### config.mk
export PLATFORM = sky130hd
export DESIGN_NAME = serial_xor_frame_deframer_flat
export DESIGN_NICKNAME = d
export VERILOG_FILES = /design/src/sv/dfr_pkg.sv /design/src/sv/dfr_req_if.sv /design/src/sv/dfr_rsp_if.sv /design/src/sv/serial_xor_frame_deframer.sv /design/src/sv/dfr_datapath.sv /design/src/sv/dfr_ctrl.sv /design/src/flat_wrapper.sv
export SDC_FILE = /design/constraint.sdc
export NUM_CORES = 1
export LEC_CHECK = 0
export ABC_AREA = 1
export BUFFER_PORTS_ARGS = -buffer_cell sky130_fd_sc_hd__buf_4
export CORE_ASPECT_RATIO = 0.7
export CORE_UTILIZATION = 50
export DETAILED_ROUTE_END_ITERATION = 10
export GPL_TIMING_DRIVEN = 0
export PLACE_DENSITY_LB_ADDON = 0.08
export SLEW_MARGIN = 0
export SYNTH_ARGS = -nofsm -noshare
export SYNTH_HDL_FRONTEND = slang
export SYNTH_SLANG_ARGS = --single-unit
export TNS_END_PERCENT = 10
### constraint.sdc
create_clock -name clock -period 6.6 [get_ports clock]
set_input_delay 0.33 -clock clock [delete_from_list [all_inputs] [get_ports clock]]
set_output_delay 0.33 -clock clock [all_outputs]
set_load 0.1 [all_outputs]
### src/sv/dfr_pkg.sv
// ----------------------------------------------------------------------------
// dfr_pkg
// Shared constants, codes and controller/datapath types of the frame deframer.
// ----------------------------------------------------------------------------
package dfr_pkg;

   localparam int FRAME_LENGTH = 6;

   localparam int BYTE_W    = 8;
   localparam int STATUS_W  = 2;
   localparam int CSR_IDX_W = 2;

   localparam logic [BYTE_W-1:0] START_BYTE_RESET = 8'h5A;
   localparam logic [BYTE_W-1:0] END_BYTE_RESET   = 8'hFF;

   localparam logic [BYTE_W-1:0] CODE_PAGE_ONE = 8'h01;
   localparam logic [BYTE_W-1:0] CODE_PAGE_TWO = 8'h02;

   localparam logic [STATUS_W-1:0] STATUS_PAGE_ONE = 2'd0;
   localparam logic [STATUS_W-1:0] STATUS_PAGE_TWO = 2'd1;
   localparam logic [STATUS_W-1:0] STATUS_UNKNOWN  = 2'd2;
   localparam logic [STATUS_W-1:0] STATUS_BAD      = 2'd3;

   localparam logic [CSR_IDX_W-1:0] CSR_START_BYTE = 2'd0;
   localparam logic [CSR_IDX_W-1:0] CSR_END_BYTE   = 2'd1;

   typedef struct packed {
      logic take;
      logic close;
      logic replay;
   } dfr_cmd_type;

   typedef struct packed {
      logic closing;
      logic frame_good;
   } dfr_sts_type;

endpackage

### src/sv/dfr_req_if.sv
// ----------------------------------------------------------------------------
// dfr_req_if
// Received byte channel: valid/ready handshake, one byte per word.
// ----------------------------------------------------------------------------
interface dfr_req_if;

   logic                        valid;
   logic                        ready;
   logic [dfr_pkg::BYTE_W-1:0]  rx_byte;

   modport source (output valid, output rx_byte, input ready);
   modport sink   (input valid, input rx_byte, output ready);

endinterface

### src/sv/dfr_rsp_if.sv
// ----------------------------------------------------------------------------
// dfr_rsp_if
// Frame result channel: valid/ready handshake, one frame report per word.
// ----------------------------------------------------------------------------
interface dfr_rsp_if;

   logic                         valid;
   logic                         ready;
   logic [dfr_pkg::STATUS_W-1:0] frame_status;
   logic [dfr_pkg::BYTE_W-1:0]   function_code;
   logic [dfr_pkg::BYTE_W-1:0]   data_first;
   logic [dfr_pkg::BYTE_W-1:0]   data_second;

   modport source (output valid, output frame_status, output function_code,
                   output data_first, output data_second, input ready);
   modport sink   (input valid, input frame_status, input function_code,
                   input data_first, input data_second, output ready);

endinterface

### src/sv/serial_xor_frame_deframer.sv
// ----------------------------------------------------------------------------
// serial_xor_frame_deframer
// Report: a closing byte gives its frame report on rsp in the cycle after accept.
// Throughput: one byte per cycle but for stalls on a pending report and while
// the replay line feeds a bad frame's held bytes back through the start hunt.
// Reset: synchronous; start/end bytes to 0x5A/0xFF, parser back to hunting.
// ----------------------------------------------------------------------------
module serial_xor_frame_deframer #(
   parameter int FrameLength = dfr_pkg::FRAME_LENGTH
) (
   input  logic                          clock,
   input  logic                          reset,
   dfr_req_if.sink                       req,
   dfr_rsp_if.source                     rsp,
   input  logic                          csr_we,
   input  logic [dfr_pkg::CSR_IDX_W-1:0] csr_index,
   input  logic [dfr_pkg::BYTE_W-1:0]    csr_wdata
);

   dfr_pkg::dfr_cmd_type cmd;
   dfr_pkg::dfr_sts_type sts;

   dfr_ctrl #(
      .FrameLength (FrameLength)
   ) u_ctrl (
      .clock     (clock),
      .reset     (reset),
      .req_valid (req.valid),
      .req_ready (req.ready),
      .rsp_valid (rsp.valid),
      .rsp_ready (rsp.ready),
      .sts       (sts),
      .cmd       (cmd)
   );

   dfr_datapath #(
      .FrameLength (FrameLength)
   ) u_datapath (
      .clock         (clock),
      .reset         (reset),
      .csr_we        (csr_we),
      .csr_index     (csr_index),
      .csr_wdata     (csr_wdata),
      .rx_byte       (req.rx_byte),
      .cmd           (cmd),
      .sts           (sts),
      .frame_status  (rsp.frame_status),
      .function_code (rsp.function_code),
      .data_first    (rsp.data_first),
      .data_second   (rsp.data_second)
   );

`ifndef SYNTHESIS
   a_bad_starts_replay: assert property (@(posedge clock) disable iff (reset)
      (cmd.close && !sts.frame_good) |=> (cmd.replay && !req.ready))
      else $error("bad frame did not start replay");

   a_no_result_overwrite: assert property (@(posedge clock) disable iff (reset)
      cmd.close |-> (!rsp.valid || rsp.ready))
      else $error("frame report overwrote a pending word");

   a_close_gives_word: assert property (@(posedge clock) disable iff (reset)
      cmd.close |=> rsp.valid)
      else $error("closed frame gave no word");

   a_replay_no_accept: assert property (@(posedge clock) disable iff (reset)
      cmd.replay |-> !(cmd.take || cmd.close))
      else $error("byte accepted during replay");
`endif

endmodule

### src/sv/dfr_datapath.sv
// ----------------------------------------------------------------------------
// dfr_datapath
// Frame hold registers, running XOR, replay shift line, config registers and
// the result register.
// ----------------------------------------------------------------------------
module dfr_datapath #(
   parameter int FrameLength = dfr_pkg::FRAME_LENGTH
) (
   input  logic                            clock,
   input  logic                            reset,
   input  logic                            csr_we,
   input  logic [dfr_pkg::CSR_IDX_W-1:0]   csr_index,
   input  logic [dfr_pkg::BYTE_W-1:0]      csr_wdata,
   input  logic [dfr_pkg::BYTE_W-1:0]      rx_byte,
   input  dfr_pkg::dfr_cmd_type            cmd,
   output dfr_pkg::dfr_sts_type            sts,
   output logic [dfr_pkg::STATUS_W-1:0]    frame_status,
   output logic [dfr_pkg::BYTE_W-1:0]      function_code,
   output logic [dfr_pkg::BYTE_W-1:0]      data_first,
   output logic [dfr_pkg::BYTE_W-1:0]      data_second
);

   localparam int HoldDepth = FrameLength - 1;
   localparam int CheckPos  = FrameLength - 2;
   localparam int PosW      = $clog2(FrameLength);
   localparam int SecondIdx = (FrameLength > 4) ? 3 : 0;

   logic [dfr_pkg::BYTE_W-1:0]   start_ff, end_ff;
   logic [PosW-1:0]              pos_ff, pos_in;
   logic [dfr_pkg::BYTE_W-1:0]   xor_ff, xor_in;
   logic [dfr_pkg::BYTE_W-1:0]   held_ff [HoldDepth];
   logic [dfr_pkg::BYTE_W-1:0]   rep_ff  [HoldDepth];
   logic [HoldDepth-1:0]         held_we;
   logic [dfr_pkg::BYTE_W-1:0]   in_byte;
   logic [dfr_pkg::BYTE_W-1:0]   second_byte;
   logic [dfr_pkg::STATUS_W-1:0] status_in;
   logic [dfr_pkg::STATUS_W-1:0] status_ff;
   logic [dfr_pkg::BYTE_W-1:0]   code_ff, first_ff, second_ff;

   always_ff @(posedge clock) begin
      if (reset) begin
         start_ff <= dfr_pkg::START_BYTE_RESET;
         end_ff   <= dfr_pkg::END_BYTE_RESET;
      end else if (csr_we) begin
         case (csr_index)
            dfr_pkg::CSR_START_BYTE: start_ff <= csr_wdata;
            dfr_pkg::CSR_END_BYTE:   end_ff   <= csr_wdata;
            default: ;
         endcase
      end
   end

   always_comb begin
      in_byte = cmd.replay ? rep_ff[0] : rx_byte;
      pos_in  = pos_ff;
      xor_in  = xor_ff;
      held_we = '0;
      if (cmd.take || cmd.replay) begin
         if (pos_ff == '0) begin
            if (in_byte == start_ff) begin
               held_we[0] = 1'b1;
               xor_in     = in_byte;
               pos_in     = PosW'(1);
            end
         end else if (pos_ff < PosW'(HoldDepth)) begin
            if (pos_ff < PosW'(CheckPos)) begin
               xor_in = xor_ff ^ in_byte;
            end
            for (int i = 0; i < HoldDepth; i++) begin
               held_we[i] = (pos_ff == PosW'(i));
            end
            pos_in = pos_ff + 1'b1;
         end
      end
      if (cmd.close) begin
         pos_in = '0;
         xor_in = '0;
      end
   end

   always_comb begin
      sts.closing    = (pos_ff == PosW'(HoldDepth));
      sts.frame_good = (rx_byte == end_ff) && (xor_ff == held_ff[CheckPos]);
      second_byte    = (FrameLength > 4) ? held_ff[SecondIdx] : rx_byte;
      if (!sts.frame_good) begin
         status_in = dfr_pkg::STATUS_BAD;
      end else if (held_ff[1] == dfr_pkg::CODE_PAGE_ONE) begin
         status_in = dfr_pkg::STATUS_PAGE_ONE;
      end else if (held_ff[1] == dfr_pkg::CODE_PAGE_TWO) begin
         status_in = dfr_pkg::STATUS_PAGE_TWO;
      end else begin
         status_in = dfr_pkg::STATUS_UNKNOWN;
      end
   end

   always_ff @(posedge clock) begin
      if (reset) begin
         pos_ff <= '0;
         xor_ff <= '0;
      end else begin
         pos_ff <= pos_in;
         xor_ff <= xor_in;
      end
   end

   always_ff @(posedge clock) begin
      for (int i = 0; i < HoldDepth; i++) begin
         if (held_we[i]) begin
            held_ff[i] <= in_byte;
         end
      end
   end

   // replay line holds frame bytes 1 .. FrameLength-1, shifted out at tap 0
   always_ff @(posedge clock) begin
      if (cmd.close && !sts.frame_good) begin
         for (int i = 0; i < HoldDepth - 1; i++) begin
            rep_ff[i] <= held_ff[i+1];
         end
         rep_ff[HoldDepth-1] <= rx_byte;
      end else if (cmd.replay) begin
         for (int i = 0; i < HoldDepth - 1; i++) begin
            rep_ff[i] <= rep_ff[i+1];
         end
      end
   end

   always_ff @(posedge clock) begin
      if (cmd.close) begin
         status_ff <= status_in;
         if (sts.frame_good) begin
            code_ff   <= held_ff[1];
            first_ff  <= held_ff[2];
            second_ff <= second_byte;
         end else begin
            code_ff   <= '0;
            first_ff  <= '0;
            second_ff <= '0;
         end
      end
   end

   assign frame_status  = status_ff;
   assign function_code = code_ff;
   assign data_first    = first_ff;
   assign data_second   = second_ff;

endmodule

### src/sv/dfr_ctrl.sv
// ----------------------------------------------------------------------------
// dfr_ctrl
// Handshake control, replay sequencer and result valid flag.
// ----------------------------------------------------------------------------
module dfr_ctrl #(
   parameter int FrameLength = dfr_pkg::FRAME_LENGTH
) (
   input  logic                  clock,
   input  logic                  reset,
   input  logic                  req_valid,
   output logic                  req_ready,
   output logic                  rsp_valid,
   input  logic                  rsp_ready,
   input  dfr_pkg::dfr_sts_type  sts,
   output dfr_pkg::dfr_cmd_type  cmd
);

   localparam int HoldDepth = FrameLength - 1;
   localparam int CntW      = $clog2(HoldDepth);

   localparam logic StIdle   = 1'b0;
   localparam logic StReplay = 1'b1;

   logic            state_ff, state_in;
   logic [CntW-1:0] cnt_ff, cnt_in;
   logic            rsp_valid_ff, rsp_valid_in;
   logic            accept;

   always_comb begin
      req_ready  = (state_ff == StIdle) &&
                   (!sts.closing || !rsp_valid_ff || rsp_ready);
      accept     = req_valid && req_ready;
      cmd.take   = accept && !sts.closing;
      cmd.close  = accept && sts.closing;
      cmd.replay = (state_ff == StReplay);

      state_in = state_ff;
      cnt_in   = cnt_ff;
      case (state_ff)
         StIdle: begin
            if (cmd.close && !sts.frame_good) begin
               state_in = StReplay;
               cnt_in   = CntW'(HoldDepth - 1);
            end
         end
         StReplay: begin
            if (cnt_ff == '0) begin
               state_in = StIdle;
            end else begin
               cnt_in = cnt_ff - 1'b1;
            end
         end
         default: state_in = StIdle;
      endcase

      if (cmd.close) begin
         rsp_valid_in = 1'b1;
      end else if (rsp_ready) begin
         rsp_valid_in = 1'b0;
      end else begin
         rsp_valid_in = rsp_valid_ff;
      end
   end

   always_ff @(posedge clock) begin
      if (reset) begin
         state_ff     <= StIdle;
         cnt_ff       <= '0;
         rsp_valid_ff <= 1'b0;
      end else begin
         state_ff     <= state_in;
         cnt_ff       <= cnt_in;
         rsp_valid_ff <= rsp_valid_in;
      end
   end

   assign rsp_valid = rsp_valid_ff;

endmodule

### src/flat_wrapper.sv
// flat-port wrapper written by rule: the top's interface ports become plain ports
module serial_xor_frame_deframer_flat 
#(
   parameter int FrameLength = dfr_pkg::FRAME_LENGTH
)
  (clock, reset, csr_we, csr_index, csr_wdata, req_valid, req_rx_byte, req_ready, rsp_valid, rsp_frame_status, rsp_function_code, rsp_data_first, rsp_data_second, rsp_ready);
  dfr_req_if req_i ();
  dfr_rsp_if rsp_i ();
  input  logic clock;
  input  logic reset;
  input  logic csr_we;
  input  logic [dfr_pkg::CSR_IDX_W-1:0] csr_index;
  input  logic [dfr_pkg::BYTE_W-1:0] csr_wdata;
  input wire logic [$bits(req_i.valid)-1:0] req_valid;
  input wire logic [$bits(req_i.rx_byte)-1:0] req_rx_byte;
  output wire logic [$bits(req_i.ready)-1:0] req_ready;
  output wire logic [$bits(rsp_i.valid)-1:0] rsp_valid;
  output wire logic [$bits(rsp_i.frame_status)-1:0] rsp_frame_status;
  output wire logic [$bits(rsp_i.function_code)-1:0] rsp_function_code;
  output wire logic [$bits(rsp_i.data_first)-1:0] rsp_data_first;
  output wire logic [$bits(rsp_i.data_second)-1:0] rsp_data_second;
  input wire logic [$bits(rsp_i.ready)-1:0] rsp_ready;
  assign req_i.valid = req_valid;
  assign req_i.rx_byte = req_rx_byte;
  assign req_ready = req_i.ready;
  assign rsp_valid = rsp_i.valid;
  assign rsp_frame_status = rsp_i.frame_status;
  assign rsp_function_code = rsp_i.function_code;
  assign rsp_data_first = rsp_i.data_first;
  assign rsp_data_second = rsp_i.data_second;
  assign rsp_i.ready = rsp_ready;
  serial_xor_frame_deframer #(.FrameLength(FrameLength)) u_core (.clock(clock), .reset(reset), .req(req_i), .rsp(rsp_i), .csr_we(csr_we), .csr_index(csr_index), .csr_wdata(csr_wdata));
endmodule
==> run_results.csv, run 1 <==
group,metric,value,unit
run_status,status,"complete, no violations",
timing,tightest_slew,1.14,ns
worst_setup_path,r2r_start,"u_core.u_datapath.pos_ff[1]",
worst_setup_path,worstRegToRegCells,10,
job,drv_cap,0,
timing,maxSlewViolCount,0,
clocking,cts_tree,"built",
placement,gp_congestion,0.890,
global_route,antenna_found_initial,0,
timing,setup_slack,3.03,ns
synth,syn_nets,600,
clocking,h-tree-depth,4,
worst_setup_path,start_kind,"flip-flop",
die,pin_count,51,
global_route,grt.overflow.total,0,
worst_setup_path,crit_start,"u_core.u_datapath.pos_ff[1]",
clocking,hold_buffers,0,
clocking,clock_path_buffers,2,
die,fp-row-count,31,
worst_setup_path,critPathKind,"flip-flop to flip-flop",
synth,synth_seq_cells,130,
synth,ys_seq_area_share,63.9,%
route,drtIter0Drc,375,
clocking,cts.repair.resized,0,
finish,insertedDiodeCount,0,
timing,setup_viol,0,
clocking,clk_pin_slew,0.06,ns
timing,hold_viol_final,0,
timing,finalClockSkew,0.0115,ns
route,drt-total-wl,13400,um
synth,syn_avg_cell_area,9.84,um2
placement,port_buffers,50,
power,p_leak,2.95,nW
synth,synth_cell_types,25,
route,dr.pass1.iters,5,
synth,synth_edf_count,98,
finish,syn2layout_area_growth,22.0,%
placement,hpwl,9640,um
hold_path,min_from,"reset",
worst_setup_path,endpoint_kind,"flip-flop",
synth,synth_ff_type,"edfxtp_1",
finish,nNetsFinal,670,
route,wl_per_cell,16.8,um
die,fp.coreArea,10600,um2
synth,async_flop_share,0,%
synth,synth_area_leaders,"edfxtp_1, dfxtp_1, nand2_1, inv_1, nor2_1",
finish,final_layout_size_suffix_gt1_share,14.7,%
route,vias_per_cell,5.10,
clocking,clock_latency,0.42,ns
worst_setup_path,path_max_fanout,27,
die,dieHeight,90.6,um
timing,rsz0062_at_grt,"false",
synth,syn_area,5610,um2
global_route,grt_pass1_vias,3981,
power,vdd_drop_max,0.000232,V
worst_setup_path,cp.arrival,3.68,ns
synth,synth_top_area_cell,"edfxtp_1",
hold_path,hp-class,"input pin to flip-flop",
timing,fin_tns_setup,0,ns
synth,yosys_warnings,0,
global_route,grt_max_degree,28,
power,powerDensity,289,nW/um2
hold_path,hold_depth,2,
die,die-width,129,um
route,drc,0,
clocking,clockRootBuffer,"clkbuf_16",
synth,yosysTopAreaCellShare,52.5,%
global_route,grt_pass1_wl,21200,um
die,start_util,52.8,%
route,ant_nets,0,
placement,place_worst_setup_slack,3.00,ns
clocking,cts_setup_buffers,0,
worst_setup_path,required,6.71,ns
clocking,cts_made_buffers,17,
clocking,clock_sinks,130,
global_route,grt_usage,25.3,%
die,die_area,11700,um2
synth,synth_most_common_cell,"nand2_1",
timing,timing.fmax,280,MHz
timing,final.period_utilization,54.1,%
timing,maxSlewHeadroom,24.1,%
synth,yosys-top-cells-count,"nand2_1, edfxtp_1, inv_1, nor2_1, o21ai_0",
synth,post_synth_inst_count,570,
route,via_count,4083,
timing,fin_crit,3.57,ns
finish,final_util,64.4,%
==> cell type report <==
cell class                      instances  area, um2
Fill cell                             857       3790
Sequential cell                       130       3580
Multi-Input combinational cell        345       1630
Clock buffer                           18        429
Timing Repair Buffer                   51        403
Inverter                               77        289
Clock inverter                         13        215
Tap cell                              148        185
Buffer                                 18        101
==> cell families (layout without fill, tap and decap cells) <==
| group | count (synthesis) | in the layout | synth area share, % |
|---|---|---|---|
| AOI/OAI and AO/OA | 64 | 64 | 5.91 |
| DFF | 130 | 130 | 63.9 |
| buffers and inverters | 95 | 177 | 6.96 |
| and+or+nand+nor | 253 | 253 | 18.4 |
| xor gates and xnor gates | 21 | 21 | 3.28 |
| adders and majority gates | 7 | 7 | 1.56 |
==> power breakdown <==
| part | switching, W | internal, W | leakage [nW] | total, W |
|---|---|---|---|---|
| Combinational | 0.0000355 | 0.0000228 | 1.42 | 0.0000584 |
| Sequential | 0.00000342 | 0.000877 | 1.21 | 0.000881 |
| Clock | 0.000338 | 0.000700 | 0.314 | 0.00104 |
| Total | 0.000377 | 0.00160 | 2.95 | 0.00198 |
==> registers in the layout, summed over array words and instances, names as in the netlist <==
| name | cells |
|---|---|
| u_core.u_datapath.rep_ff | 40 |
| u_core.u_ctrl.rsp_valid | 1 |
| u_core.u_datapath.function_code | 8 |
| u_core.u_datapath.end_ff | 8 |
| u_core.u_ctrl.cnt_ff | 3 |
| u_core.u_datapath.held_ff | 32 |
| u_core.u_datapath.data_second | 8 |
| u_core.u_datapath.start_ff | 8 |
| u_core.u_datapath.pos_ff | 3 |
| u_core.u_datapath.xor_ff | 8 |
| u_core.u_ctrl.state_ff | 1 |
| u_core.u_datapath.frame_status | 2 |
| u_core.u_datapath.data_first | 8 |
==> worst max-delay path, cell delays in order (launching register included) <==
cell	delay [ns]
dfxtp_1	0.39
inv_1	0.08
ha_1	0.20
nand2_1	0.10
inv_1	0.06
a31oi_1	0.17
nand3_1	0.15
inv_1	0.84
nand2_1	0.38
nand2_1	0.63
buf_16	0.24
==> cells in the final DEF (no fill, tap or decap) <==
cell type	instances
a21oi_1	22
a31oi_1	1
buf_16	1
buf_2	3
buf_4	50
buf_6	4
bufinv_16	6
clkbuf_1	12
clkbuf_16	17
clkinv_1	2
clkinv_2	4
clkinvlp_4	1
dfxtp_1	32
edfxtp_1	98
ha_1	7
inv_1	76
inv_2	1
nand2_1	159
nand2_2	5
nand2_4	1
nand3_1	33
nand3_2	1
nand3b_1	1
nand4_1	1
nor2_1	49
nor4_1	1
o211ai_1	4
o21ai_0	36
o21ai_1	1
or2_2	2
xnor2_1	7
xor2_1	14
==> metrics by stage <==
stage / power (W) / instances / hold WS [ns] / area [um2]
floorplan: 0.000929 / 570 / 0.399 / 5610
global placement: 0.000953 / 768 / 0.413 / 6170
detailed placement: 0.000954 / 769 / 0.423 / 6200
CTS: 0.00198 / 800 / 0.0864 / 6840
global route: 0.00203 / 800 / 0.0917 / 6840
finish: 0.00198 / 800 / 0.0957 / 6840
==> path summary, 6_finish.rpt <==
path                                     end  slack (ns)
max reg2reg  u_core.u_datapath.rep_ff[0][22]        3.03
min reg2reg          u_core.u_ctrl.cnt_ff[0]        0.43
min                   u_core.u_ctrl.state_ff         0.1
max          u_core.u_datapath.rep_ff[0][22]        3.03
==> per-layer routing <==
layer / up-vias / share of wire, % / routed length [um] / global-route usage, %
met5: - / 0 / 0 / 0
met1: 1926 / 48 / 6460 / 37.2
met4: 0 / 1.4 / 192 / 8.14
li1: 1988 / - / - / -
met2: 152 / 44 / 5950 / 36.8
met3: 17 / 6.3 / 843 / 5.81
Power figures use the tool's default switching activity.
==> inputs of run 2 (changes only) <==
Clock period 6.6 ns to 3.6 ns, I/O delays scaled along.
==> run_results.csv, run 2 (synthesis results as in run 1) <==
group,metric,value,unit
run_status,status,"complete, no violations",
route,drtIter0Drc,346,
finish,max_flop_register,"u_core.u_datapath.rep_ff",
timing,finalClockSkew,0.00972,ns
power,powerDensity,513,nW/um2
worst_setup_path,cp.arrival,3.03,ns
global_route,grt.overflow.total,0,
placement,place_worst_setup_slack,0.143,ns
global_route,grt_max_degree,34,
timing,timing.fmax,328,MHz
clocking,cts_made_buffers,17,
timing,setup_viol,0,
worst_setup_path,critPathKind,"flip-flop to flip-flop",
clocking,cts_setup_buffers,0,
finish,layout_common_cells,"nand2_1, edfxtp_1, inv_1, buf_4, nor2_1",
clocking,clock_latency,0.42,ns
timing,fin_tns_setup,0,ns
finish,fillerInstances,876,
route,wl_per_cell,16.1,um
clocking,h-tree-depth,4,
finish,syn2layout_area_growth,24.7,%
timing,final.period_utilization,84.8,%
finish,final_util,65.8,%
global_route,antenna_found_initial,0,
die,start_util,52.8,%
route,vias_per_cell,5.08,
worst_setup_path,start_kind,"flip-flop",
worst_setup_path,cp_slowest_cell,"clkinvlp_4",
timing,setup_slack,0.548,ns
route,drt-total-wl,13200,um
die,fp-row-count,31,
route,via_count,4153,
finish,insertedDiodeCount,0,
finish,final_common_cell,"nand2_1",
global_route,met2_usage,36.4,%
clocking,clock_sinks,130,
die,pin_count,51,
worst_setup_path,crit_path_cell_trace,"inv_1 -> ha_1 -> nand2_1 -> inv_1 -> a31oi_4 -> nand3_1 -> clkinvlp_4 -> nand2_1 -> nand2_2",
die,fp.coreArea,10600,um2
clocking,cts_tree,"built",
global_route,grt_pass1_wl,21000,um
route,ant_nets,0,
global_route,grt_pass1_vias,4043,
global_route,grt_usage,24.9,%
route,drc,0,
finish,nNetsFinal,686,
worst_setup_path,path_max_fanout,33,
power,p_leak,2.99,nW
worst_setup_path,cpPeakStageDelay,0.53,ns
job,drv_cap,0,
worst_setup_path,required,3.57,ns
finish,final_layout_size_suffix_gt1_share,15.1,%
placement,port_buffers,50,
global_route,use_met1,36.4,%
die,dieHeight,90.6,um
hold_path,hp-class,"input pin to flip-flop",
placement,gp_congestion,0.831,
clocking,clk_pin_slew,0.06,ns
die,die_area,11700,um2
timing,fin_crit,3.05,ns
power,finalPower,0.00359,W
timing,maxSlewHeadroom,35.6,%
clocking,clockRootBuffer,"clkbuf_16",
timing,maxSlewViolCount,0,
die,die-width,129,um
timing,tightest_slew,0.963,ns
timing,hold_viol_final,0,
worst_setup_path,endpoint_kind,"flip-flop",
global_route,busiest_layer,"met2",
placement,hpwl,9260,um
route,dr.pass1.iters,5,
finish,largest_reg_flops,40,
global_route,grt_use_met3,5.86,%
power,vdd_drop_max,0.000370,V
clocking,clock_path_buffers,2,
finish,largest_registers,"u_core.u_datapath.rep_ff: 40 flops, u_core.u_datapath.held_ff: 32 flops",
timing,rsz0062_at_grt,"false",
run 2: cell types whose count changed in the layout (fill, tap and decap cells not counted), sizes merged:
cell         delta
clkbuf          -1
bufinv          -2
inv             +2
clkinv          +1
clkinvlp        +1
buf             -1
dlygate4sd3    +17
run 2: cell type report:
type	count	area [um2]	share of cell area, %
clock buffer	17	425	6.08
sequential	130	3580	51.3
inverter	77	293	4.19
clock inverter	15	206	2.95
timing repair buffer	67	546	7.80
multi-input combinational	345	1650	23.6
buffer	18	101	1.45
tap	148	185	2.65
run 2: critical path: cells and delay by family, from the launching register on:
kind / cells / cell delay (ns)
AO/OA/AOI/OAI: 1 / 0.09
adder cells (fa/ha/maj): 1 / 0.18
buffers and inverters: 3 / 0.76
flip-flops: 1 / 0.34
AND/OR/NAND/NOR: 4 / 1.19
run 2: final timing paths:
path                                      to  slack [ns]                        start  cells past startpoint
max          u_core.u_datapath.rep_ff[0][30]        0.55  u_core.u_datapath.pos_ff[1]                      9
min                  u_core.u_ctrl.rsp_valid        0.05                    rsp_ready                      4
max reg2reg  u_core.u_datapath.rep_ff[0][30]        0.55  u_core.u_datapath.pos_ff[1]                      9
min reg2reg          u_core.u_ctrl.cnt_ff[0]        0.43      u_core.u_ctrl.cnt_ff[0]                      1
run 2: routing by layer:
layer,wire [um],vias up
met5,0,-
met1,6510,1986
met2,5740,133
met3,786,13
li1,-,2021
met4,140,0
run 2: report_power, final:
| part | switching (W) | internal, W |
|---|---|---|
| clock | 0.000687 | 0.00117 |
| sequential | 0.00000645 | 0.00161 |
| combinational | 0.0000664 | 0.0000539 |
| total | 0.000760 | 0.00283 |
run 2: metrics by stage:
| stage | hold slack, ns | area, um2 | std cells |
|---|---|---|---|
| 3_5_place_dp | 0.376 | 6190 | 768 |
| 6_report | 0.0469 | 6990 | 817 |
| 3_3_place_gp | 0.373 | 6190 | 768 |
| 4_1_cts | 0.0396 | 6990 | 817 |
| 2_1_floorplan | 0.249 | 5630 | 570 |
| 5_1_grt | 0.0880 | 6990 | 817 |
run 2: repair_timing:
| action | CTS | global route |
|---|---|---|
| setup endpoints to repair | 0 | 33 |
| gates resized for setup | 0 | 1 |
| hold endpoints to repair | 23 | 0 |
| hold buffers | 17 | 0 |
